<file path="src/rtl/mflc_pkg.sv">
// ---------------------------------------------------------------------------
// mflc_pkg
// Types and constants shared by the motion fault leaky counter modules.
// ---------------------------------------------------------------------------
package mflc_pkg;

  typedef struct packed {
    logic signed [15:0] target_speed;
    logic signed [15:0] measured_speed;
    logic signed [15:0] vertical_accel;
    logic signed [15:0] left_voltage;
    logic signed [15:0] right_voltage;
    logic        [14:0] supply_voltage;
    logic signed [15:0] speed_integral;
    logic               executing;
    logic               control_on;
    logic               freewheel;
  } mflc_in_t;

  typedef struct packed {
    logic [10:0] fault_count;
    logic        fault_raised;
  } mflc_out_t;

  // Per-item control handed from the penalty logic to the counter.
  typedef struct packed {
    logic       run;    // penalties or decay apply
    logic       clear;  // freewheel clears the counter
    logic [8:0] pen;    // penalty sum, zero means decay
  } mflc_step_t;

  localparam int unsigned CFG_IDX_W = 1;
  localparam int unsigned CFG_DATA_W = 11;

  localparam logic [CFG_IDX_W-1:0] REG_ERROR_LIMIT = 1'b0;
  localparam logic [CFG_IDX_W-1:0] REG_DECAY_STEP  = 1'b1;

  localparam logic [10:0] CNT_MAX          = 11'd2047;
  localparam logic [10:0] ERROR_LIMIT_RST  = 11'd1000;
  localparam logic [7:0]  DECAY_STEP_RST   = 8'd2;

  localparam logic [15:0] SPEED_ERR_TH  = 16'd512;   // 2.0
  localparam logic [15:0] REL_MIN_SPEED = 16'd52;    // first code >= 0.20
  localparam logic [15:0] SHOCK_TH      = 16'd7680;  // 30.0
  localparam logic [15:0] VOLT_ABS_TH   = 16'd3072;  // 12.0
  localparam logic [15:0] WINDUP_TH     = 16'd512;   // 2.0

  localparam logic [8:0] PEN_SPEED  = 9'd50;
  localparam logic [8:0] PEN_REL    = 9'd20;
  localparam logic [8:0] PEN_SHOCK  = 9'd30;
  localparam logic [8:0] PEN_VRATIO = 9'd3;
  localparam logic [8:0] PEN_VABS   = 9'd100;
  localparam logic [8:0] PEN_WINDUP = 9'd100;

  function automatic logic [15:0] mag16(input logic signed [15:0] v);
    logic [15:0] neg;
    neg = 16'(-v);
    return v[15] ? neg : 16'(v);
  endfunction

  function automatic logic [8:0] volt_pen(input logic [15:0] vabs,
                                          input logic [14:0] supply);
    logic [16:0] two_v;
    logic [16:0] three_s;
    logic [8:0]  p;
    two_v   = {vabs, 1'b0};
    three_s = {1'b0, supply, 1'b0} + {2'b00, supply};
    p = 9'd0;
    if (vabs > {1'b0, supply}) begin
      if (two_v > three_s) begin
        p = p + PEN_VRATIO;
      end
      if (vabs > VOLT_ABS_TH) begin
        p = p + PEN_VABS;
      end
    end
    return p;
  endfunction

endpackage

</file>
<file path="src/rtl/motion_fault_leaky_counter_unit.sv">
// ---------------------------------------------------------------------------
// motion_fault_leaky_counter_unit
// Leaky fault counter over per-tick motion telemetry.
// ---------------------------------------------------------------------------
// One item is accepted every clock cycle when the output side does not stall.
// Each item passes an input register, then the penalty logic and the counter
// update land in the result register; an output stall can hold an item in the
// input register. The counter register is the only loop.
// Configuration writes take effect on the next edge.
module motion_fault_leaky_counter_unit (
  input  logic                                clk,
  input  logic                                rst_n,
  input  logic                                in_valid,
  output logic                                in_stall,
  input  mflc_pkg::mflc_in_t                  in_data,
  output logic                                out_valid,
  input  logic                                out_stall,
  output mflc_pkg::mflc_out_t                 out_data,
  input  logic                                cfg_we,
  input  logic [mflc_pkg::CFG_IDX_W-1:0]      cfg_index,
  input  logic [mflc_pkg::CFG_DATA_W-1:0]     cfg_wdata
);

  logic                 s1_valid_r;
  mflc_pkg::mflc_in_t   s1_data_r;
  logic                 cnt_ready;
  mflc_pkg::mflc_step_t step;
  logic [10:0]          error_limit_r;
  logic [7:0]           decay_step_r;

  assign in_stall = s1_valid_r && !cnt_ready;

  always_ff @(posedge clk) begin
    if (!rst_n) begin
      s1_valid_r <= 1'b0;
    end else if (!in_stall) begin
      s1_valid_r <= in_valid;
    end
  end

  always_ff @(posedge clk) begin
    if (in_valid && !in_stall) begin
      s1_data_r <= in_data;
    end
  end

  always_ff @(posedge clk) begin
    if (!rst_n) begin
      error_limit_r <= mflc_pkg::ERROR_LIMIT_RST;
      decay_step_r  <= mflc_pkg::DECAY_STEP_RST;
    end else if (cfg_we) begin
      unique case (cfg_index)
        mflc_pkg::REG_ERROR_LIMIT: error_limit_r <= cfg_wdata[10:0];
        mflc_pkg::REG_DECAY_STEP:  decay_step_r  <= cfg_wdata[7:0];
        default: ;
      endcase
    end
  end

  mflc_penalty u_penalty (
    .item (s1_data_r),
    .step (step)
  );

  mflc_counter u_counter (
    .clk         (clk),
    .rst_n       (rst_n),
    .item_valid  (s1_valid_r),
    .step        (step),
    .error_limit (error_limit_r),
    .decay_step  (decay_step_r),
    .ready       (cnt_ready),
    .out_valid   (out_valid),
    .out_stall   (out_stall),
    .out_data    (out_data)
  );

endmodule

</file>
<file path="src/rtl/mflc_penalty.sv">
// ---------------------------------------------------------------------------
// mflc_penalty
// Penalty sum and run/clear decision for one registered input item.
// ---------------------------------------------------------------------------
module mflc_penalty (
  input  mflc_pkg::mflc_in_t   item,
  output mflc_pkg::mflc_step_t step
);

  logic signed [16:0] diff;
  logic        [16:0] diff_neg;
  logic        [15:0] dabs;
  logic        [18:0] dabs_x5;
  logic        [18:0] target_x4;
  logic               rel_hit;
  logic               enabled;
  logic        [8:0]  pen;

  assign diff     = {item.measured_speed[15], item.measured_speed}
                  - {item.target_speed[15], item.target_speed};
  assign diff_neg = 17'(-diff);
  assign dabs     = diff[16] ? diff_neg[15:0] : diff[15:0];

  assign dabs_x5   = {3'b000, dabs} + {1'b0, dabs, 2'b00};
  assign target_x4 = {2'b00, item.target_speed[14:0], 2'b00};
  assign rel_hit   = !item.target_speed[15]
                   && (16'(item.target_speed) >= mflc_pkg::REL_MIN_SPEED)
                   && (dabs_x5 >= target_x4);

  assign enabled = item.executing && item.control_on;

  always_comb begin
    pen = 9'd0;
    if (dabs >= mflc_pkg::SPEED_ERR_TH) begin
      pen = pen + mflc_pkg::PEN_SPEED;
    end
    if (rel_hit) begin
      pen = pen + mflc_pkg::PEN_REL;
    end
    if (mflc_pkg::mag16(item.vertical_accel) >= mflc_pkg::SHOCK_TH) begin
      pen = pen + mflc_pkg::PEN_SHOCK;
    end
    pen = pen + mflc_pkg::volt_pen(mflc_pkg::mag16(item.left_voltage), item.supply_voltage);
    pen = pen + mflc_pkg::volt_pen(mflc_pkg::mag16(item.right_voltage), item.supply_voltage);
    if (mflc_pkg::mag16(item.speed_integral) > mflc_pkg::WINDUP_TH) begin
      pen = pen + mflc_pkg::PEN_WINDUP;
    end
  end

  assign step.run   = enabled && !item.freewheel && (item.target_speed != 16'sd0);
  assign step.clear = enabled && item.freewheel;
  assign step.pen   = pen;

endmodule

</file>
<file path="src/rtl/mflc_counter.sv">
// ---------------------------------------------------------------------------
// mflc_counter
// Leaky fault counter; the counter register is also the result register.
// ---------------------------------------------------------------------------
module mflc_counter (
  input  logic                 clk,
  input  logic                 rst_n,
  input  logic                 item_valid,
  input  mflc_pkg::mflc_step_t step,
  input  logic [10:0]          error_limit,
  input  logic [7:0]           decay_step,
  output logic                 ready,
  output logic                 out_valid,
  input  logic                 out_stall,
  output mflc_pkg::mflc_out_t  out_data
);

  logic        cnt_load;
  logic [10:0] cnt_r;
  logic [10:0] cnt_nxt;
  logic        raised_r;
  logic        out_valid_r;
  logic [11:0] sum;

  assign ready    = !out_valid_r || !out_stall;
  assign cnt_load = item_valid && ready;
  assign sum      = {1'b0, cnt_r} + {3'b000, step.pen};

  always_comb begin
    cnt_nxt = cnt_r;
    if (step.clear) begin
      cnt_nxt = 11'd0;
    end else if (step.run) begin
      if (step.pen != 9'd0) begin
        cnt_nxt = sum[11] ? mflc_pkg::CNT_MAX : sum[10:0];
      end else if (cnt_r > {3'b000, decay_step}) begin
        cnt_nxt = cnt_r - {3'b000, decay_step};
      end else begin
        cnt_nxt = 11'd0;
      end
    end
  end

  always_ff @(posedge clk) begin
    if (!rst_n) begin
      cnt_r       <= 11'd0;
      raised_r    <= 1'b0;
      out_valid_r <= 1'b0;
    end else if (cnt_load) begin
      cnt_r       <= cnt_nxt;
      raised_r    <= cnt_nxt >= error_limit;
      out_valid_r <= 1'b1;
    end else if (!out_stall) begin
      out_valid_r <= 1'b0;
    end
  end

  assign out_valid             = out_valid_r;
  assign out_data.fault_count  = cnt_r;
  assign out_data.fault_raised = raised_r;

`ifndef ASSERT_OFF
  a_hold_no_load: assert property (@(posedge clk) disable iff (!rst_n)
    !cnt_load |=> $stable(cnt_r))
    else $error("counter changed without an item");

  a_clear: assert property (@(posedge clk) disable iff (!rst_n)
    cnt_load && step.clear |=> cnt_r == 11'd0)
    else $error("freewheel did not clear counter");

  a_penalty_up: assert property (@(posedge clk) disable iff (!rst_n)
    cnt_load && !step.clear && step.run && step.pen != 9'd0 |=> cnt_r >= $past(cnt_r))
    else $error("penalty lowered counter");

  a_decay_down: assert property (@(posedge clk) disable iff (!rst_n)
    cnt_load && !step.clear && step.run && step.pen == 9'd0 |=> cnt_r <= $past(cnt_r))
    else $error("decay raised counter");

  a_flag: assert property (@(posedge clk) disable iff (!rst_n)
    out_valid_r |-> raised_r == (cnt_r >= error_limit))
    else $error("fault flag disagrees with counter");
`endif

endmodule

</file>
<file path="config.mk">
export PLATFORM = sky130hd
export DESIGN_NAME = motion_fault_leaky_counter_unit
export DESIGN_NICKNAME = d
export VERILOG_FILES = /design/src/rtl/mflc_pkg.sv /design/src/rtl/motion_fault_leaky_counter_unit.sv /design/src/rtl/mflc_penalty.sv /design/src/rtl/mflc_counter.sv
export SDC_FILE = /design/constraint.sdc
export NUM_CORES = 1
export LEC_CHECK = 0
export BUFFER_PORTS_ARGS = -buffer_cell sky130_fd_sc_hd__buf_2
export CAP_MARGIN = 20
export CELL_PAD_IN_SITES_DETAIL_PLACEMENT = 1
export CELL_PAD_IN_SITES_GLOBAL_PLACEMENT = 1
export CORE_ASPECT_RATIO = 0.8
export CORE_MARGIN = 8
export CORE_UTILIZATION = 50
export DETAILED_ROUTE_END_ITERATION = 6
export GPL_TIMING_DRIVEN = 0
export PLACE_DENSITY_LB_ADDON = 0.12
export SYNTH_ARGS = -nofsm -noshare
export SYNTH_HDL_FRONTEND = slang
export SYNTH_SLANG_ARGS = --single-unit
</file>
<file path="constraint.sdc">
create_clock -name clk -period 25.7 [get_ports clk]
set_clock_uncertainty 0.15 [all_clocks]
set_input_delay 3.855 -clock clk [delete_from_list [all_inputs] [get_ports clk]]
set_output_delay 3.855 -clock clk [all_outputs]
set_load 0.03 [all_outputs]
</file>
==> results of run 1 <==
-- power breakdown --
part           leakage, nW  internal (mW)  total [mW]  switching (mW)
combinational         4.43          0.291       0.683           0.391
clock                0.285          0.138       0.254           0.116
sequential            1.38          0.271       0.282          0.0109
-- worst min-delay path by stage --
| stage | from | end | slack (ns) | depth (start not counted) |
|---|---|---|---|---|
| detailed placement | decay_step_r[5] | decay_step_r[5] | 0.30 | 2 |
| finish | decay_step_r[5] | decay_step_r[5] | 0.31 | 2 |
| global route | decay_step_r[5] | decay_step_r[5] | 0.33 | 2 |
| global placement | error_limit_r[2] | error_limit_r[2] | 0.30 | 2 |
| floorplan | decay_step_r[2] | decay_step_r[2] | 0.29 | 2 |
| CTS | decay_step_r[5] | decay_step_r[5] | 0.31 | 2 |
-- cells by family (layout without fill, tap and decap cells) --
family | count (synthesis) | in the layout | share of synthesized area [%]
simple gates | 363 | 363 | 16.09
other cells | 0 | 1 | 0
xor+xnor | 96 | 96 | 6.958
mux | 3 | 3 | 0.2463
flops | 147 | 147 | 33.50
fa+ha+maj | 173 | 173 | 18.37
buf+inv | 130 | 309 | 4.126
compound gates | 370 | 370 | 20.71
-- flip-flops by register name, indices dropped and copies added (netlist names) --
signal               cells
u_counter.out_valid      1
error_limit_r           11
s1_valid_r               1
u_counter.cnt_r         11
u_counter.raised_r       1
s1_data_r              114
decay_step_r             8
-- placed cells by master (no fill, tap or decap), types with 6 or more instances in the layout --
cell,instances
ha_1,163
buf_2,147
edfxtp_1,114
inv_1,96
a21oi_1,90
nand2_1,74
xnor2_1,72
o21ai_0,55
nor2_1,54
o21a_1,47
a21o_1,33
dfxtp_1,33
nor3_1,30
nand4_1,30
nor2b_1,29
nand3_1,27
nand2b_1,24
clkbuf_1,24
xor2_1,23
nor4_1,18
clkbuf_16,17
a31oi_1,16
o21bai_1,15
and3_1,14
or3_1,13
and2_1,12
o211ai_1,11
o31ai_1,11
fa_1,10
a211oi_1,8
o41ai_1,8
and4_1,7
a21boi_0,7
a31o_2,6
-- through the flow --
step	utilization, %	instance area (µm²)	total power [mW]
floorplan	-	12190	0.8012
global placement	55.18	13310	0.9352
detailed placement	55.46	13380	0.9606
CTS	57.89	13960	1.223
global route	57.91	13970	1.316
finish	57.91	13970	1.219
-- metal layers --
| layer | track usage [%] | part of all wire (%) |
|---|---|---|
| met2 | 41.13 | 49 |
| met1 | 30.24 | 47 |
| met5 | 0 | 0 |
| met3 | 3.016 | 3.0 |
| met4 | 5.494 | 1.4 |
-- worst max-delay path, delay by kind of cell (launching register included) --
kind | cells | cell delay [ns]
simple gates | 15 | 1.90
buf+inv | 2 | 0.66
xor+xnor | 4 | 0.95
fa+ha+maj | 11 | 3.93
compound gates | 32 | 6.95
flops | 1 | 0.45
-- layout make-up --
type	count	area [µm²]
fillers	2811	10150
multi-input cells	1005	7612
flip-flops and latches	147	4084
repair buffers	147	780.7
clock buffers	17	425.4
well taps	318	397.9
inverters	98	367.9
clock inverters	15	161.4
plain buffers	32	135.1
diodes	1	2.502
==> reports/metrics.cfg, run 1 <==
[layout]
area_growth_syn_to_layout_pct=14.56
drive_gt1_share_pct=14.65
instances_no_fill=1780
fin_nets=1752

[sta]
hold_slack_ns=0.3061
min_period_over_period_pct=58.96
fmax_mhz=66.00
worstMarginPinSlew_ns=0.9438
rsz0062_at_grt=false
setup_viol=0
fin_ws_ns=10.55
hold_viol=0
slew_headroom_pct=36.26
timing.final.crit_period_ns=15.15
slew_violations=0
totalNegativeSetupSlack_ns=0

[clocking]
cts_tree=built
post_cts_resized=0
clk_latency_ns=0.44
post_cts_buffers=0
path_clk_slew_ns=0.07
cts_buffer_depth=2
numCtsBuffers=17
cts-root-buf=clkbuf_16
holdBufCountCts=0
htreeDepth=4
clkSinkCount=147

[synth]
syn-num-nets=1586
synth_edf_count=114
synth_top_area_cell=edfxtp_1
ys_seq_area_share_pct=33.50
async_flop_share_pct=0
synthTopCellsByArea=edfxtp_1 28%, ha_1 17%, dfxtp_1 5.4%
synth_area_um2=12190
synth_top_area_share_pct=28.08
synth.distinct_cells=86
syn_inst=1282
synth_most_common_cell=ha_1
avgSynthCellArea_um2=9.510
synth_flop_cell=edfxtp_1
ys_ff_latch=147
ys_warn_count=0
synth_common_cells=163 x ha_1, 114 x edfxtp_1, 96 x inv_1, 90 x a21oi_1, 74 x nand2_1

[detailed_routing]
routed_wl_um=34840
firstDrtPassIters=5
drc=0
wire_per_inst_um=19.57
drt_iter0_drc=517
vias=10510
drtAntennaViolNets=0
post_drt_via_cell_ratio=5.903

[worst_setup_path]
r2r_slack_ns=10.55
ff2ff_path_depth=64
crit_fanout=10
startpoint=s1_data_r[98]
critPathMaxStageDelay_ns=0.76
reg2reg_from=s1_data_r[98]
crit_slowest_cell=o41ai_1
cp-end-kind=flop
r2r_end=u_counter.raised_r
path_class=flop to flop
start_kind=flop
endpoint=u_counter.raised_r
worst_ep_required_time_ns=25.85
worstPathArrival_ns=15.30

[die]
fp.dieArea_um2=29670
io_pins=145
die_w_um=190.6
initial_core_util_pct=50.54
rows=51
core-area_um2=24120
die_h_um=155.7

[global_route]
grt_usage_pct=23.45
first_global_vias=10940
gr-total-overflow=0
grt_pass1_wl_um=56060
antenna_found_initial=1
grt_max_degree=38

[power_and_ir_drop]
cellPowerDensity_nw_per_um2=87.27
vdd_drop_max_uv=47.27
p_leak_nw=6.103

[placement]
pre_cts_slack_ns=10.71
gp_congestion=0.8773
portBuffers=144
dp.cells=1747
dp_hpwl_um=28050

[outcome]
outcome=complete, no violations

[worst_hold_path]
hp-class=flop to flop

[run]
maxCapViolations=0

Note: power is estimated with default switching activity, not from simulation.
==> run 2, diff against run 1 <==
--- a/config.mk
+++ b/config.mk
@@ -11,7 +11,7 @@
 export CELL_PAD_IN_SITES_GLOBAL_PLACEMENT = 1
 export CORE_ASPECT_RATIO = 0.8
 export CORE_MARGIN = 8
-export CORE_UTILIZATION = 50
+export CORE_UTILIZATION = 46
 export DETAILED_ROUTE_END_ITERATION = 6
 export GPL_TIMING_DRIVEN = 0
 export PLACE_DENSITY_LB_ADDON = 0.12
==> constraint.sdc (replaced) <==
create_clock -name clk -period 14.7 [get_ports clk]
set_clock_uncertainty 0.15 [all_clocks]
set_input_delay 2.205 -clock clk [delete_from_list [all_inputs] [get_ports clk]]
set_output_delay 2.205 -clock clk [all_outputs]
set_load 0.03 [all_outputs]
==> reports/metrics.cfg, run 2 (synthesis gave the netlist of run 1 again) <==
[outcome]
outcome=complete, no violations

[worst_hold_path]
hold_path_end=error_limit_r[1]
hold_depth=2  ; unchanged
hp-class=flop to flop
min_from=error_limit_r[1]

[placement]
dp_hpwl_um=28420  ; +1.3%
dp.cells=1787  ; +2.3%
gp_congestion=0.8937  ; +1.9%
detailed_place.area_um2=13460  ; +0.63%
portBuffers=144  ; unchanged

[worst_setup_path]
crit_fanout=13  ; +3
worstPathArrival_ns=13.88  ; -1.42 ns
ff2ff_path_depth=61  ; -4.7%
worst_ep_required_time_ns=14.86  ; -10.99 ns
critPathMaxStageDelay_ns=0.51  ; -0.25 ns
startpoint=s1_data_r[98]
crit_slowest_cell=fa_1
reg2reg_from=s1_data_r[98]
cp-end-kind=flop
path_class=flop to flop
start_kind=flop
r2r_slack_ns=0.98  ; -9.57 ns
crit_top_cell=a21oi_1
r2r_end=u_counter.raised_r

[power_and_ir_drop]
pwr-share-clk_pct=22.2  ; +1.4 points
p_total_mw=2.182  ; +79%
power.internal_mw=1.267  ; +81%
p_sw_share_pct=41.92  ; -0.63 points
comb_power_share_pct=55.3  ; -0.7 points
seqPwrFrac_pct=22.6  ; -0.5 points
cellPowerDensity_nw_per_um2=154.3  ; +77%
vdd_drop_max_uv=100.1  ; +110%
power.switching_mw=0.9145  ; +76%
p_leak_nw=6.150  ; +0.76%

[sta]
fmax_mhz=72.89  ; +10%
min_period_over_period_pct=93.33  ; +34 points
slew_violations=0  ; unchanged
worstMarginPinSlew_ns=0.8667  ; -0.07715 ns
hold_viol=0  ; unchanged
hold_slack_ns=0.3147  ; +0.008567 ns
slew_headroom_pct=41.69  ; +5.4 points
timing.final.crit_period_ns=13.72  ; -1.432 ns
setup_viol=0  ; unchanged

[layout]
drive_gt1_share_pct=15.41  ; +0.76 points
area_growth_syn_to_layout_pct=16.01
fin_nets=1751  ; -0.057%
instances_no_fill=1817  ; +2.1%
post-route-util_pct=54.00  ; -3.9 points
largest_reg_flops=114  ; unchanged
final_cell_area_um2=14140  ; +1.3%
final_cell_mix=162 x ha_1, 147 x buf_2, 114 x edfxtp_1, 96 x inv_1, 90 x a21oi_1
layout_commonest_cell=ha_1
largestRegisters=s1_data_r (114), error_limit_r (11), u_counter.cnt_r (11)
antennaDiodeCount=0  ; -1
regMostFlops=s1_data_r

[clocking]
htreeDepth=4  ; unchanged
holdBufCountCts=0  ; unchanged
cts-root-buf=clkbuf_16
path_clk_slew_ns=0.07  ; about the same
numCtsBuffers=17  ; unchanged
post_cts_buffers=0  ; unchanged
clkSinkCount=147  ; unchanged
cts_buffer_depth=2  ; unchanged
clk_latency_ns=0.45  ; about the same
cts_tree=built

[detailed_routing]
routed_wl_um=35080  ; +0.69%
firstDrtPassIters=4  ; -1
drc=0  ; unchanged
drt_iter0_drc=355  ; -31%
wire_per_inst_um=19.31  ; -1.4%
drtAntennaViolNets=0  ; unchanged
vias=10380  ; -1.3%
post_drt_via_cell_ratio=5.710  ; -3.3%

[global_route]
antenna_found_initial=0  ; -1
grt_pass1_wl_um=57040  ; +1.7%
gr-total-overflow=0  ; unchanged
first_global_vias=11140  ; +1.8%
grt_max_degree=39  ; +2.6%
grt_usage_pct=22.03  ; -1.4 points

[die]
core-area_um2=26190  ; +8.6%
fp.dieArea_um2=32000  ; +7.9%
io_pins=145  ; unchanged
die_h_um=161.6  ; +3.8%
die_w_um=198.0  ; +3.9%
initial_core_util_pct=46.54  ; -4.0 points
rows=53  ; +3.9%

[run]
maxCapViolations=0  ; unchanged

run 2: worst max-delay path by stage:
stage,end
global placement,u_counter.raised_r
global route,u_counter.raised_r
detailed placement,u_counter.raised_r
floorplan,u_counter.raised_r
CTS,u_counter.raised_r
finish,u_counter.raised_r
run 2: power groups by stage:
stage	logic [mW]	registers (mW)	clock network, mW
finish	1.21	0.492	0.483
global route	1.36	0.495	0.504
CTS	1.19	0.492	0.493
detailed placement	1.17	0.501	0
global placement	1.12	0.504	0
floorplan	0.900	0.501	0
run 2: area by class of cell:
class / instances / area [µm²]
fill: 3020 / 12050
multi-input combinational: 1005 / 7662
sequential: 147 / 4084
timing repair buffer: 148 / 815.8
tap: 357 / 446.7
clock buffer: 17 / 425.4
inverter: 98 / 367.9
clock inverter: 15 / 214.0
buffer: 30 / 127.6
run 2: metrics by stage:
stage,worst slack [ns],setup TNS [ns]
5_1_grt,-0.005987,-0.005987
6_report,0.9806,0
4_1_cts,0.08009,0
2_1_floorplan,2.100,0
3_3_place_gp,0.01644,0
3_5_place_dp,-0.2619,-0.2619
run 2: per-layer routing:
layer / part of all wire, % / vias up / global-route usage, %
li1: - / 5144 / -
met1: 47 / 5050 / 28.08
met2: 49 / 134 / 38.28
met3: 2.5 / 47 / 3.327
met4: 1.8 / 0 / 5.964
met5: 0 / - / 0
run 2: worst max-delay path, delay by kind of cell, from the launching register on:
family | cells | cell delay (ns)
compound gates | 33 | 6.37
xor+xnor | 4 | 0.79
fa+ha+maj | 11 | 4.00
flops | 1 | 0.44
simple gates | 13 | 1.77
run 2: what timing repair did:
item                       in CTS  in global routing
pin swaps                       0                  0
setup endpoints to repair       1                  1
gates resized for setup         1                 10
==> run 3, diff against run 2 <==
--- a/config.mk
+++ b/config.mk
@@ -9,12 +9,11 @@
 export CAP_MARGIN = 20
 export CELL_PAD_IN_SITES_DETAIL_PLACEMENT = 1
 export CELL_PAD_IN_SITES_GLOBAL_PLACEMENT = 1
-export CORE_ASPECT_RATIO = 0.8
 export CORE_MARGIN = 8
 export CORE_UTILIZATION = 46
 export DETAILED_ROUTE_END_ITERATION = 6
 export GPL_TIMING_DRIVEN = 0
-export PLACE_DENSITY_LB_ADDON = 0.12
+export PLACE_DENSITY_LB_ADDON = 0.1
 export SYNTH_ARGS = -nofsm -noshare
 export SYNTH_HDL_FRONTEND = slang
 export SYNTH_SLANG_ARGS = --single-unit
==> reports/metrics.cfg, run 3 (synthesis gave the netlist of run 1 again) <==
[power_and_ir_drop]
vdd_drop_max_uv=87.66  ; -12%
cellPowerDensity_nw_per_um2=152.5  ; -1.1%
p_leak_nw=6.117  ; -0.54%

[worst_setup_path]
worstPathArrival_ns=13.83  ; -0.05 ns
path_class=flop to flop
critPathMaxStageDelay_ns=0.52  ; about the same
crit_slowest_cell=fa_1
cp-end-kind=flop
crit_top_cell=a21oi_1
startpoint=s1_data_r[98]
start_kind=flop
crit_fanout=13  ; unchanged
worst_ep_required_time_ns=14.85  ; about the same
reg2reg_from=s1_data_r[98]

[die]
initial_core_util_pct=46.79  ; +0.24 points
rows=59  ; +11%
die_h_um=178.8  ; +11%
core-area_um2=26060  ; -0.52%
fp.dieArea_um2=31970  ; about the same
die_w_um=178.8  ; -9.7%
io_pins=145  ; unchanged

[layout]
final_cell_area_um2=14030  ; -0.80%
fin_nets=1750  ; -0.057%
multi_input_area_um2=7660  ; about the same
largest_reg_flops=114  ; unchanged
seq_area_um2=4084  ; unchanged
layout_commonest_cell=ha_1
area_growth_syn_to_layout_pct=15.09
final_cell_mix=163 x ha_1, 147 x buf_2, 114 x edfxtp_1, 96 x inv_1, 90 x a21oi_1
nFillCells=3023  ; +0.099%
drive_gt1_share_pct=15.28  ; -0.13 points
regMostFlops=s1_data_r
largestRegisters=s1_data_r (114), error_limit_r (11), u_counter.cnt_r (11)

[clocking]
clkSinkCount=147  ; unchanged
cts-root-buf=clkbuf_16
holdBufCountCts=0  ; unchanged
cts_buffer_depth=2  ; unchanged
path_clk_slew_ns=0.07  ; about the same
htreeDepth=4  ; unchanged
post_cts_buffers=0  ; unchanged
numCtsBuffers=17  ; unchanged
cts_tree=built
clk_latency_ns=0.44  ; about the same

[placement]
portBuffers=144  ; unchanged
gp_congestion=0.9085  ; +1.7%
pre_cts_slack_ns=-0.3739  ; -0.1120 ns
detailed_place.area_um2=13400  ; -0.47%
dp_hpwl_um=28280  ; -0.50%

[detailed_routing]
firstDrtPassIters=5  ; +1
drt_iter0_drc=449  ; +26%
wire_per_inst_um=19.46  ; +0.77%
drc=0  ; unchanged
drtAntennaViolNets=0  ; unchanged
routed_wl_um=34940  ; -0.39%
vias=10430  ; +0.56%
post_drt_via_cell_ratio=5.809  ; +1.7%

[sta]
min_period_over_period_pct=93.09  ; -0.24 points
slew_headroom_pct=41.96  ; +0.27 points
totalNegativeSetupSlack_ns=0  ; unchanged
setup_viol=0  ; unchanged
fmax_mhz=73.08  ; +0.26%
hold_slack_ns=0.3079  ; -0.006792 ns
slew_violations=0  ; unchanged
fin_ws_ns=1.016  ; +0.03580 ns
timing.final.crit_period_ns=13.68  ; -0.03580 ns
worstMarginPinSlew_ns=0.8589  ; -0.007746 ns
hold_viol=0  ; unchanged
rsz0062_at_grt=false

[worst_hold_path]
hp-class=flop to flop
min_from=decay_step_r[2]

[global_route]
grt_pass1_wl_um=56350  ; -1.2%
antenna_found_initial=1  ; +1
grt_max_degree=39  ; unchanged
first_global_vias=11120  ; -0.14%
grt_usage_pct=22.00  ; -0.033 points
gr-total-overflow=0  ; unchanged

[outcome]
outcome=complete, no violations

[run]
maxCapViolations=0  ; unchanged

[run 3: changes by cell type in the layout (fill, tap and decap cells not counted), sizes merged]
cell / change
inv: +3
clkinvlp: -1
bufinv: -3
buf: -1
clkinv: +1
diode: +2
[run 3: repair_timing]
action	in CTS	in global routing
pin swaps	0	0
endpoints found under the setup margin	1	1
gates resized for setup	2	8
cloned	0	0
[run 3: path summary, 6_finish.rpt]
path	end	slack [ns]	depth (start not counted)
worst max register to register	u_counter.raised_r	1.02	63
worst min-delay path	decay_step_r[2]	0.31	2
worst min register to register	decay_step_r[2]	0.31	2
worst max-delay path	u_counter.raised_r	1.02	63
[run 3: area by class of cell]
cell class                      instances  area share, %
Multi-Input combinational cell       1005          54.59
Sequential cell                       147          29.11
Timing Repair Buffer                  147          5.564
Clock buffer                           17          3.032
Tap cell                              335          2.987
Inverter                               98          2.622
Clock inverter                         15          1.150
Buffer                                 30         0.9096
Antenna cell                            2        0.03567
[run 3: worst max-delay path: cells and delay by family, from the launching register on]
kind / cells / cell delay, ns
flops: 1 / 0.44
simple gates: 14 / 1.81
xor+xnor: 4 / 0.80
compound gates: 34 / 6.40
fa+ha+maj: 11 / 3.94
[run 3: routing by layer]
metal	routed length, µm	global-route usage (%)	up-vias	part of all wire [%]
met4	658	6.304	0	1.9
met2	17690	39.21	174	51
li1	-	-	5148	-
met1	15300	26.67	5074	44
met3	1299	3.854	37	3.7
met5	0	0	-	0
[run 3: per-stage QoR]
stage,cells,util [%],total power [mW]
6_report,1796,53.84,2.140
5_1_grt,1795,53.83,2.312
4_1_cts,1795,53.73,2.149
3_5_place_dp,1764,51.42,1.676
3_3_place_gp,1761,51.16,1.637
2_1_floorplan,1282,-,1.401
[run 3: where the power goes]
part / total, mW / switching, mW / internal, mW
Combinational: 1.21 / 0.690 / 0.516
Clock: 0.441 / 0.213 / 0.228
Sequential: 0.493 / 0.0189 / 0.474
